**config.mk**
```make
export PLATFORM = sky130hd
export DESIGN_NAME = voltmeter_lcd_nibble_sequencer
export DESIGN_NICKNAME = d
export VERILOG_FILES = /design/src/sv/vlns_pkg.sv /design/src/sv/vlns_front.sv /design/src/sv/vlns_queue.sv /design/src/sv/vlns_back.sv /design/src/sv/voltmeter_lcd_nibble_sequencer.sv
export VERILOG_INCLUDE_DIRS = /design/src /design/src/sv
export SDC_FILE = /design/constraint.sdc
export NUM_CORES = 1
export LEC_CHECK = 0
export BUFFER_PORTS_ARGS = -buffer_cell sky130_fd_sc_hd__clkbuf_2
export CAP_MARGIN = 25
export CORE_MARGIN = 5
export CORE_UTILIZATION = 40
export DETAILED_ROUTE_END_ITERATION = 16
export GPL_ROUTABILITY_DRIVEN = 1
export PLACE_DENSITY_LB_ADDON = 0.12
export REMOVE_ABC_BUFFERS = 1
export SYNTH_ARGS = -nofsm -noshare
export SYNTH_HDL_FRONTEND = slang
export SYNTH_SLANG_ARGS = --single-unit
```
**constraint.sdc**
```tcl
create_clock -name clk -period 10.1 [get_ports clk]
set_input_delay 0.505 -clock clk [delete_from_list [all_inputs] [get_ports clk]]
set_output_delay 0.505 -clock clk [all_outputs]
set_load 0.01 [all_outputs]
```
**src/sv/assert_macros.svh**
```systemverilog
// ----------------------------------------------------------------------------
// Assertion macros
// Shared concurrent assertion forms. Define NO_ASSERTIONS to compile them out.
// ----------------------------------------------------------------------------
`ifndef ASSERT_MACROS_SVH
`define ASSERT_MACROS_SVH

`ifndef NO_ASSERTIONS

// The consequent holds in the same cycle as the antecedent.
`define ASSERT_IMP(lbl, clk, rst, ante, cons) \
  lbl: assert property (@(posedge clk) disable iff (rst) (ante) |-> (cons)) \
    else $error("assertion failed");

// The consequent holds in the cycle after the antecedent.
`define ASSERT_NXT(lbl, clk, rst, ante, cons) \
  lbl: assert property (@(posedge clk) disable iff (rst) (ante) |=> (cons)) \
    else $error("assertion failed");

`else

`define ASSERT_IMP(lbl, clk, rst, ante, cons)
`define ASSERT_NXT(lbl, clk, rst, ante, cons)

`endif

`endif

```
**src/sv/vlns_pkg.sv**
```systemverilog
// ----------------------------------------------------------------------------
// Voltmeter LCD nibble sequencer package
// Shared types, display constants and the init command table.
// ----------------------------------------------------------------------------
package vlns_pkg;

  localparam int HundW = 9;

  // Item kinds on the request channel.
  localparam logic CMD_INIT   = 1'b0;
  localparam logic CMD_SAMPLE = 1'b1;

  // LCD register select codes.
  localparam logic RS_COMMAND = 1'b0;
  localparam logic RS_DATA    = 1'b1;

  localparam logic [16:0] SCALE_MUL = 17'd125;

  localparam logic [7:0] LINE1_BASE = 8'h80;
  localparam logic [7:0] ASCII_ZERO = 8'd48;
  localparam logic [7:0] ASCII_DOT  = 8'h2E;
  localparam logic [7:0] CLEAR_CMD  = 8'h01;

  localparam logic [10:0] WAIT_CMD_HI  = 11'd100;
  localparam logic [10:0] WAIT_CMD_LO  = 11'd40;
  localparam logic [10:0] WAIT_CLEAR   = 11'd2040;
  localparam logic [10:0] WAIT_DATA_HI = 11'd0;
  localparam logic [10:0] WAIT_DATA_LO = 11'd100;

  localparam logic [3:0] INIT_LAST_STEP   = 4'd11;
  localparam logic [3:0] SAMPLE_LAST_STEP = 4'd15;

  typedef struct packed {
    logic             cmd;
    logic [HundW-1:0] hund;
  } job_t;

  typedef struct packed {
    logic full;
    logic empty;
  } queue_status_t;

  typedef struct packed {
    logic busy;
    logic pop;
  } back_status_t;

  function automatic logic [7:0] init_byte(input logic [2:0] idx);
    logic [7:0] b;
    unique case (idx)
      3'd0:    b = 8'h33;
      3'd1:    b = 8'h32;
      3'd2:    b = 8'h28;
      3'd3:    b = 8'h0E;
      3'd4:    b = 8'h01;
      3'd5:    b = 8'h06;
      default: b = 8'h00;
    endcase
    return b;
  endfunction

endpackage

```
**src/sv/vlns_front.sv**
```systemverilog
// ----------------------------------------------------------------------------
// Voltmeter LCD front end
// Accepts requests, scales samples to hundredths of a volt and queues jobs.
// ----------------------------------------------------------------------------
module vlns_front (
  input  logic                  in_valid,
  output logic                  in_stall,
  input  logic                  cmd,
  input  logic [9:0]            sample,
  input  vlns_pkg::queue_status_t qstat,
  output logic                  push,
  output vlns_pkg::job_t        job
);

  logic [16:0] product;

  // code * 125 / 256 gives hundredths of a volt, floor rounded.
  assign product  = {7'd0, sample} * vlns_pkg::SCALE_MUL;
  assign in_stall = qstat.full;
  assign push     = in_valid && !qstat.full;

  always_comb begin
    job.cmd  = cmd;
    job.hund = (cmd == vlns_pkg::CMD_SAMPLE) ? product[16:8] : '0;
  end

endmodule

```
**src/sv/vlns_queue.sv**
```systemverilog
// ----------------------------------------------------------------------------
// Voltmeter LCD job queue
// Two-entry FIFO between the front end and the nibble sequencer.
// ----------------------------------------------------------------------------
module vlns_queue (
  input  logic                    clk,
  input  logic                    rst,
  input  logic                    push,
  input  vlns_pkg::job_t          wr_job,
  input  logic                    pop,
  output vlns_pkg::job_t          rd_job,
  output vlns_pkg::queue_status_t qstat
);

  vlns_pkg::job_t entries [2];
  logic           wr_ptr;
  logic           rd_ptr;
  logic [1:0]     count;

  always_ff @(posedge clk) begin
    if (rst) begin
      wr_ptr <= 1'b0;
      rd_ptr <= 1'b0;
      count  <= 2'd0;
    end else begin
      if (push) begin
        wr_ptr <= !wr_ptr;
      end
      if (pop) begin
        rd_ptr <= !rd_ptr;
      end
      unique case ({push, pop})
        2'b10:   count <= count + 2'd1;
        2'b01:   count <= count - 2'd1;
        default: count <= count;
      endcase
    end
  end

  always_ff @(posedge clk) begin
    if (push) begin
      entries[wr_ptr] <= wr_job;
    end
  end

  assign rd_job      = entries[rd_ptr];
  assign qstat.full  = (count == 2'd2);
  assign qstat.empty = (count == 2'd0);

endmodule

```
**src/sv/vlns_back.sv**
```systemverilog
// ----------------------------------------------------------------------------
// Voltmeter LCD nibble sequencer back end
// Splits a job into LCD bytes and sends them as registered nibble transfers.
// ----------------------------------------------------------------------------
module vlns_back (
  input  logic                    clk,
  input  logic                    rst,
  input  vlns_pkg::job_t          head,
  input  vlns_pkg::queue_status_t qstat,
  output vlns_pkg::back_status_t  bstat,
  output logic                    out_valid,
  input  logic                    out_stall,
  output logic                    reg_select,
  output logic [3:0]              nibble,
  output logic [10:0]             wait_us,
  output logic                    last
);

  logic       busy;
  logic [3:0] step;
  logic       is_sample;
  logic [3:0] ones;
  logic [3:0] tens;
  logic [3:0] units;

  logic [3:0] ones_next;
  logic [3:0] tens_next;
  logic [3:0] units_next;
  logic [8:0] rem100;
  logic [6:0] rem10;

  logic       advance;
  logic       at_end;
  logic       pop;
  logic [2:0] pair;
  logic       hi;
  logic [7:0] cur_byte;
  logic       cur_rs;
  logic [3:0] cur_nib;
  logic [10:0] cur_wait;

  // Digit split by compare chains; the remainders stay below 100 and 10.
  always_comb begin
    ones_next = 4'd0;
    for (int k = 1; k < 5; k++) begin
      if (head.hund >= 9'(k * 100)) begin
        ones_next = 4'(k);
      end
    end
    rem100 = head.hund - 9'({5'd0, ones_next} * 9'd100);
    rem10  = rem100[6:0];
    tens_next = 4'd0;
    for (int k = 1; k < 10; k++) begin
      if (rem10 >= 7'(k * 10)) begin
        tens_next = 4'(k);
      end
    end
    units_next = 4'(rem10 - 7'({3'd0, tens_next} * 7'd10));
  end

  always_comb begin
    pair = step[3:1];
    hi   = !step[0];
    if (!is_sample) begin
      cur_rs   = vlns_pkg::RS_COMMAND;
      cur_byte = vlns_pkg::init_byte(pair);
    end else if (!pair[0]) begin
      // Cursor command for column pair[2:1] of line 1.
      cur_rs   = vlns_pkg::RS_COMMAND;
      cur_byte = vlns_pkg::LINE1_BASE + {6'd0, pair[2:1]};
    end else begin
      cur_rs = vlns_pkg::RS_DATA;
      unique case (pair[2:1])
        2'd0:    cur_byte = vlns_pkg::ASCII_ZERO + {4'd0, ones};
        2'd1:    cur_byte = vlns_pkg::ASCII_DOT;
        2'd2:    cur_byte = vlns_pkg::ASCII_ZERO + {4'd0, tens};
        default: cur_byte = vlns_pkg::ASCII_ZERO + {4'd0, units};
      endcase
    end
    cur_nib = hi ? cur_byte[7:4] : cur_byte[3:0];
    if (cur_rs == vlns_pkg::RS_COMMAND) begin
      if (hi) begin
        cur_wait = vlns_pkg::WAIT_CMD_HI;
      end else if (cur_byte == vlns_pkg::CLEAR_CMD) begin
        cur_wait = vlns_pkg::WAIT_CLEAR;
      end else begin
        cur_wait = vlns_pkg::WAIT_CMD_LO;
      end
    end else begin
      cur_wait = hi ? vlns_pkg::WAIT_DATA_HI : vlns_pkg::WAIT_DATA_LO;
    end
    at_end = busy && (step == (is_sample ? vlns_pkg::SAMPLE_LAST_STEP
                                         : vlns_pkg::INIT_LAST_STEP));
  end

  assign advance = !out_valid || !out_stall;
  // The next job loads in the same cycle as the final nibble of this one.
  assign pop     = !qstat.empty && (!busy || (advance && at_end));

  always_ff @(posedge clk) begin
    if (rst) begin
      busy      <= 1'b0;
      step      <= 4'd0;
      out_valid <= 1'b0;
    end else begin
      if (advance) begin
        out_valid <= busy;
      end
      if (pop) begin
        busy <= 1'b1;
        step <= 4'd0;
      end else if (busy && advance) begin
        if (at_end) begin
          busy <= 1'b0;
        end
        step <= step + 4'd1;
      end
    end
  end

  always_ff @(posedge clk) begin
    if (pop) begin
      is_sample <= head.cmd;
      ones      <= ones_next;
      tens      <= tens_next;
      units     <= units_next;
    end
    if (busy && advance) begin
      reg_select <= cur_rs;
      nibble     <= cur_nib;
      wait_us    <= cur_wait;
      last       <= at_end;
    end
  end

  assign bstat.busy = busy;
  assign bstat.pop  = pop;

endmodule

```
**src/sv/voltmeter_lcd_nibble_sequencer.sv**
```systemverilog
// ----------------------------------------------------------------------------
// Voltmeter LCD nibble sequencer
// Turns init requests and converter samples into 4-bit LCD nibble transfers.
// ----------------------------------------------------------------------------
// Path: request, job queue, back end job registers, output registers. Throughput:
// one nibble per cycle unless out_stall holds it; init is 12 nibbles, a sample 16,
// set by the single nibble sequencer. A two-entry job queue keeps requests flowing.
// Reset (synchronous, active high) empties the queue and drops out_valid.
`include "assert_macros.svh"

module voltmeter_lcd_nibble_sequencer (
  input  logic        clk,
  input  logic        rst,
  input  logic        in_valid,
  output logic        in_stall,
  input  logic        cmd,
  input  logic [9:0]  sample,
  output logic        out_valid,
  input  logic        out_stall,
  output logic        reg_select,
  output logic [3:0]  nibble,
  output logic [10:0] wait_us,
  output logic        last
);

  vlns_pkg::queue_status_t qstat;
  vlns_pkg::back_status_t  bstat;
  vlns_pkg::job_t          wr_job;
  vlns_pkg::job_t          head;
  logic                    push;

  vlns_front u_front (
    .in_valid (in_valid),
    .in_stall (in_stall),
    .cmd      (cmd),
    .sample   (sample),
    .qstat    (qstat),
    .push     (push),
    .job      (wr_job)
  );

  vlns_queue u_queue (
    .clk    (clk),
    .rst    (rst),
    .push   (push),
    .wr_job (wr_job),
    .pop    (bstat.pop),
    .rd_job (head),
    .qstat  (qstat)
  );

  vlns_back u_back (
    .clk        (clk),
    .rst        (rst),
    .head       (head),
    .qstat      (qstat),
    .bstat      (bstat),
    .out_valid  (out_valid),
    .out_stall  (out_stall),
    .reg_select (reg_select),
    .nibble     (nibble),
    .wait_us    (wait_us),
    .last       (last)
  );

  `ASSERT_IMP(a_no_push_full, clk, rst, push, !qstat.full)
  `ASSERT_IMP(a_no_pop_empty, clk, rst, bstat.pop, !qstat.empty)
  `ASSERT_NXT(a_idle_quiet, clk, rst, qstat.empty && !bstat.busy && !out_valid, !out_valid)
  `ASSERT_NXT(a_pop_starts, clk, rst, bstat.pop, bstat.busy)

endmodule
```
After elaboration in Yosys (flattened, before gate mapping)
Memories as Yosys holds them, arrays and structs flattened. A register that Yosys moved wholly into a read port is not among the register bits. Index checks and enable logic that the tools add are counted.

Register bits after elaboration: 40. Memory bits (writable): 20. Input port bits: 15. Output and inout port bits: 19. Word-level logic and storage cells: 108. Memories: 1.

Add/subtract/negate cells: 9. $mul: 3. Order comparisons: 13. Eq/ne operators: 12. Muxes and demuxes: 34. Reduce and logical (&&, ||, !) cells: 22.

Memories: u_queue.entries (words 2, width 10, read ports 1, clocked after Yosys merged registers in 1, write ports 1, RTL line vlns_queue.sv:15) `vlns_pkg::job_t entries [2];`.

Operator list (count): $pmux 6 s6 (1); $mux 11 (3); $pmux 8 s3 (1); $add 6x4->7 const A (3); $ge 7x6->1 const B (3); $ge 7x7->1 const B (3); $ge 9x9->1 const B (2); $mux 3 (6); $mul 10x7->17 const B (1); $mux 8 (2); $ge 7x5->1 const B (2); $mux 4 (3); $mux 1 (11); $ge 9x7->1 const B (1); $ge 9x8->1 const B (1); $mux 9 (1); $add 8x2->8 const A (1); $eq 8x1->1 const B (1); $mux 2 (4); $ge 7x4->1 const B (1); $logic_not 1->1 (7); $mux 7 (1); $sub 7x7->7 (1); $eq 2x2->1 const B (3); other kinds (19) (30).

Logic depth before layout (Yosys ltp)
Depth in word-level cells: 19. Depth in mapped cells: 21. Mapped depth without buffers: 19.

Cells and area by module
Synthesis repeated with hierarchy kept, for this count alone.

Cells, all modules: 433. Area total of the unflattened synthesis: 4520.6 µm².

By module, submodules not included: vlns_back (times used 1, cells each 199, area each 1896.8 µm², sequential area each 810.8 µm²); vlns_front (times used 1, cells each 181, area each 1700.4 µm², sequential area each 0.0 µm²); vlns_queue (times used 1, cells each 53, area each 923.4 µm², sequential area each 700.7 µm²).

Worst setup path before layout
OpenSTA, ideal clock, no wires.

Path kind: register to register. From: register with a tool-made name. To: register u_back.units[3] (data pin). Setup time: 0.266 ns. Arrival: 4.358 ns. Required time: 9.834 ns. Path slack: 5.476 ns. Stages on the path, launching flop included: 21. Path buffers: 1. Clock period less this slack: 4.624 ns. Cells stage by stage: dfxtp_1 > buf_6 > mux2i_2 > a2111o_1 > o211ai_1 > a211oi_2 > ha_1 > inv_2 > fa_1 > a21o_1 > a21oi_1 > xor2_1 > xnor2_2 > xnor2_2 > nor3b_1 > o31ai_1 > a2bb2oi_1 > ha_1 > fa_1 > xnor2_1 > xor2_1.

RTL lines: to (signal assigned) (RTL line vlns_back.sv:126) `units <= units_next;`; to (decl) (RTL line vlns_back.sv:24) `logic [3:0] units;`.

==> impl_results.rst <==
.. list-table::
   :header-rows: 1

   * - Metric
     - Value
   * - Source of the worst hold timing path
     - rst
   * - Number of cells on the worst hold path
     - 2
   * - Cell class contributing the biggest share of worst-path delay
     - compound AO/OA/AOI/OAI gates
   * - Sequential cell area in the final layout
     - 1511 µm²
   * - Register clock-pin slew on the reported worst setup and hold paths
     - 0.10 ns
   * - Adder-Cell Fraction of Synth Area
     - 28.73%
   * - H-Tree Depth
     - 2
   * - Worst path bufs/invs
     - 1
   * - Synthesized-area fraction occupied by xor and xnor cells
     - 5.991%
   * - Maximum clock path buffer count
     - 2
   * - Total count of hold-check failures in the final report
     - 0
   * - Antenna Cells
     - 0
   * - Port Buf Inserts
     - 31
   * - First-pass GRT wire length
     - 12210 µm
   * - Post-route DRC violation count
     - 0
   * - Complex-gate fraction of the synthesized area
     - 8.972%
   * - Number of flip-flops and latches in the synthesized netlist
     - 54
   * - Pins Over Slew Limit
     - 0
   * - Final RePlAce weighted congestion
     - 0.8328
   * - Remaining max-slew budget at the tightest pin
     - 35.28%
   * - Post-CTS Hold Fix Bufs
     - 0
   * - Antenna violations before repair
     - 0
   * - Number of enable-type register cells in the synthesized netlist
     - 43
   * - Post-layout min period
     - about 5.4 ns
   * - Clock tree skew after final layout
     - 0.008245 ns
   * - Share of post-route cells with drive strength above 1
     - a little over an eighth
   * - Result of the run
     - finished clean
   * - Post-synthesis cell type count
     - 53
   * - Post-route fraction of the period consumed by the critical path
     - 53.91%
   * - Final routed wirelength across all metal layers
     - 7128 µm
   * - Top-Level Pins
     - 34
   * - Clock sink count
     - 54
   * - 1st-iter DRT viols
     - between 90 and 100
   * - Critical-path top delay cell
     - sky130_fd_sc_hd__dfxtp_1
   * - Endpoint arrival time on the critical path
     - 5.50 ns
   * - Area share of and/or/nand/nor cells after synthesis
     - 10.82%
   * - Transition time at the pin with the least slew margin
     - 0.9672 ns
   * - Vias
     - between 2000 and 3000
   * - Combinational family with the most area after synthesis
     - adder cells
   * - Hold Path Class
     - in -> reg
   * - Number of resized instances in the post-cts repair step
     - 0
   * - DIE AREA
     - between 10000 and 15000 µm²
   * - YS warnings
     - 0
   * - Total grt overflow
     - 0
   * - Clock Latency Late Sink
     - 0.31 ns
   * - Number of nets still failing antenna checks after routing
     - 0
   * - Floorplan die height
     - between 100 and 150 µm
   * - Area Overhead vs Synth
     - 7.571%
   * - Average instance area after synthesis
     - 11.19 µm²
   * - Post-Place Setup Slack
     - 4.652 ns
   * - Clock tree from TritonCTS
     - yes
   * - Pin count of the biggest net entering global routing
     - 21
   * - Core Region
     - 10280 µm²
   * - Drt wl/cell
     - around 13 µm
   * - Nets@finish
     - just under 500
   * - List of cells traversed by the critical path
     - mux2i_2 > a2111o_1 > o211ai_1 > a211oi_2 > ha_1 > inv_2 > fa_1 > a21o_1 > a21oi_1 > xor2_1 > xnor2_2 > xnor2_2 > nor3b_1 > o31ai_1 > a2bb2oi_1 > ha_1 > fa_1 > xnor2_1 > xor2_1
   * - Highest achievable clock rate
     - 183.7 MHz
   * - Sort of element at the start of the critical path
     - register
   * - Setup slack of the worst register-to-register path
     - 4.66 ns
   * - GR Util All Layers
     - 11.69%
   * - RSZ-0062 raised after global routing
     - false
   * - Total area of multi-input combinational cells
     - 2460 µm²
   * - Setup fix buffers added after clock tree synthesis
     - 0
   * - Classification of the worst setup path
     - reg -> reg
   * - Required time at the endpoint of the critical path
     - a little over 10 ns
   * - Proportion of synthesized area in mux cells
     - 3.905%
   * - Sequential fraction of the synthesis area
     - 36.01%
   * - Synthesized netlist cell count
     - 375
   * - Worst Path Max Fanout
     - 16
   * - Rows
     - 37
   * - Final worst-path setup slack
     - 4.655 ns
   * - Biggest cell delay along the critical path
     - 0.80 ns
   * - R2r worst-path depth
     - 19
   * - Effective utilization at floorplan
     - about two fifths
   * - WHS Endpoint
     - u_back.out_valid
   * - Filler Cell Count
     - 1000
   * - Cell area after technology mapping
     - roughly 4200 µm²
   * - Worst setup EP type
     - register
   * - Via count of the first global-routing pass
     - approximately 2600
   * - Capture instance of the worst register-to-register path
     - u_back.units[3]
   * - Post-detail-place hpwl
     - about 5700 µm
   * - Top flip-flop cell by instance count after synthesis
     - sky130_fd_sc_hd__edfxtp_1
   * - Post-route setup TNS
     - 0 ns
   * - Final setup viols
     - 0
   * - Initial DRT Pass Iterations
     - 4
   * - Clock Tree Root
     - sky130_fd_sc_hd__clkbuf_8
   * - Cts bufs inserted
     - 5
   * - Max-cap violations
     - 0
   * - FFs w/ async S/R, synth
     - 0%
   * - Avg Vias per Cell
     - 4.991
   * - Die Span X
     - between 100 and 150 µm
## worst max path at each step
stage | to | slack (ns) | cells past startpoint
final | u_back.units[3] | 4.66 | 19
after CTS | u_back.units[3] | 4.64 | 19
after floorplan | u_back.units[3] | 5.18 | 19
after detailed placement | u_back.units[3] | 4.65 | 19
after global placement | u_back.units[3] | 4.84 | 19
after global routing | u_back.units[3] | 4.25 | 18
## cell families (layout without fill, tap and decap cells)
group | after synthesis | count (layout)
and+or+nand+nor | 94 | 94
DFF | 54 | 54
AOI/OAI and AO/OA | 55 | 55
adders and majority gates | 78 | 78
buffers and inverters | 51 | 74
other | 1 | 2
xor gates and xnor gates | 27 | 27
muxes | 15 | 15
## area by class of cell
cell class / count / share of cell area, %
clock inverters: 1 / 0.1663
flip-flops and latches: 54 / 33.47
multi-input cells: 271 / 54.47
well taps: 136 / 3.768
inverters: 34 / 2.826
repair buffers: 32 / 3.602
clock buffers: 7 / 1.690
## worst reg2reg max path, cell delays in order (launching register included)
cell and delay [ns]:
sky130_fd_sc_hd__dfxtp_1 0.80, sky130_fd_sc_hd__mux2i_2 0.43, sky130_fd_sc_hd__a2111o_1 0.17, sky130_fd_sc_hd__o211ai_1 0.10, sky130_fd_sc_hd__a211oi_2 0.47, sky130_fd_sc_hd__ha_1 0.25, sky130_fd_sc_hd__inv_2 0.04, sky130_fd_sc_hd__fa_1 0.42
sky130_fd_sc_hd__a21o_1 0.20, sky130_fd_sc_hd__a21oi_1 0.16, sky130_fd_sc_hd__xor2_1 0.23, sky130_fd_sc_hd__xnor2_2 0.10, sky130_fd_sc_hd__xnor2_2 0.31, sky130_fd_sc_hd__nor3b_1 0.09, sky130_fd_sc_hd__o31ai_1 0.27, sky130_fd_sc_hd__a2bb2oi_1 0.16
sky130_fd_sc_hd__ha_1 0.27, sky130_fd_sc_hd__fa_1 0.43, sky130_fd_sc_hd__xnor2_1 0.15, sky130_fd_sc_hd__xor2_1 0.15
## synthesized netlist by cell type, drive strengths merged (4+ instances only)
library cell,n,share of area [%]
mux2i,10,2.6
a21oi,19,2.3
nand3,8,0.95
ha,46,14
and2,10,1.5
a21o,6,1.1
xor2,12,2.5
nand2,21,1.9
o21ai,8,0.95
fa,31,15
clkbuf,8,0.72
or3,5,0.75
buf,9,1.7
dfxtp,11,5.2
xnor2,15,3.5
o31ai,5,0.89
inv,34,3.0
nor2b,4,0.60
nor2,30,2.7
mux2,5,1.3
edfxtp,43,31
## state kept, by name, summed over array words and instances (netlist names), named ones only
signal             count
u_back.busy            1
u_back.is_sample       1
u_back.last            1
u_back.nibble          4
u_back.ones            3
u_back.out_valid       1
u_back.reg_select      1
u_back.step            4
u_back.tens            4
u_back.units           4
u_back.wait_us         5
u_queue.count          2
u_queue.entries       20
u_queue.rd_ptr         1
u_queue.wr_ptr         1
## cells in the final DEF (no fill, tap or decap), types with 4 or more instances in the layout
cell type and instances:
sky130_fd_sc_hd__or3_1 5, sky130_fd_sc_hd__nor2_1 30, sky130_fd_sc_hd__clkbuf_2 31, sky130_fd_sc_hd__nand2_1 21, sky130_fd_sc_hd__clkbuf_8 5, sky130_fd_sc_hd__mux2_2 4
sky130_fd_sc_hd__inv_1 33, sky130_fd_sc_hd__nand3_1 8, sky130_fd_sc_hd__a21o_1 5, sky130_fd_sc_hd__ha_1 46, sky130_fd_sc_hd__dfxtp_1 11, sky130_fd_sc_hd__mux2i_1 8
sky130_fd_sc_hd__edfxtp_1 43, sky130_fd_sc_hd__nor2b_1 4, sky130_fd_sc_hd__and2_1 10, sky130_fd_sc_hd__o21ai_0 8, sky130_fd_sc_hd__fa_1 31, sky130_fd_sc_hd__xnor2_1 13
sky130_fd_sc_hd__a21oi_1 19, sky130_fd_sc_hd__o31ai_1 5, sky130_fd_sc_hd__xor2_1 12
## layer usage
layer,wire length [µm],global-route usage (%),up-vias
met5,0,0,-
met4,116,3.526,0
met3,190,1.833,12
met2,3297,18.99,42
met1,3523,16.16,1276
li1,-,-,1340
## metrics by stage
stage,hold WS [ns],area [µm²],util [%],std cells
2_1_floorplan,0.4725,4099,-,359
3_3_place_gp,0.4873,4432,43.12,527
3_5_place_dp,0.4939,4432,43.12,527
4_1_cts,0.4573,4516,43.94,535
5_1_grt,0.4627,4516,43.94,535
6_report,0.4654,4516,43.94,535
Power is not shown: default switching activity piles up to over one toggle a cycle in this logic, so the estimate is an artifact.
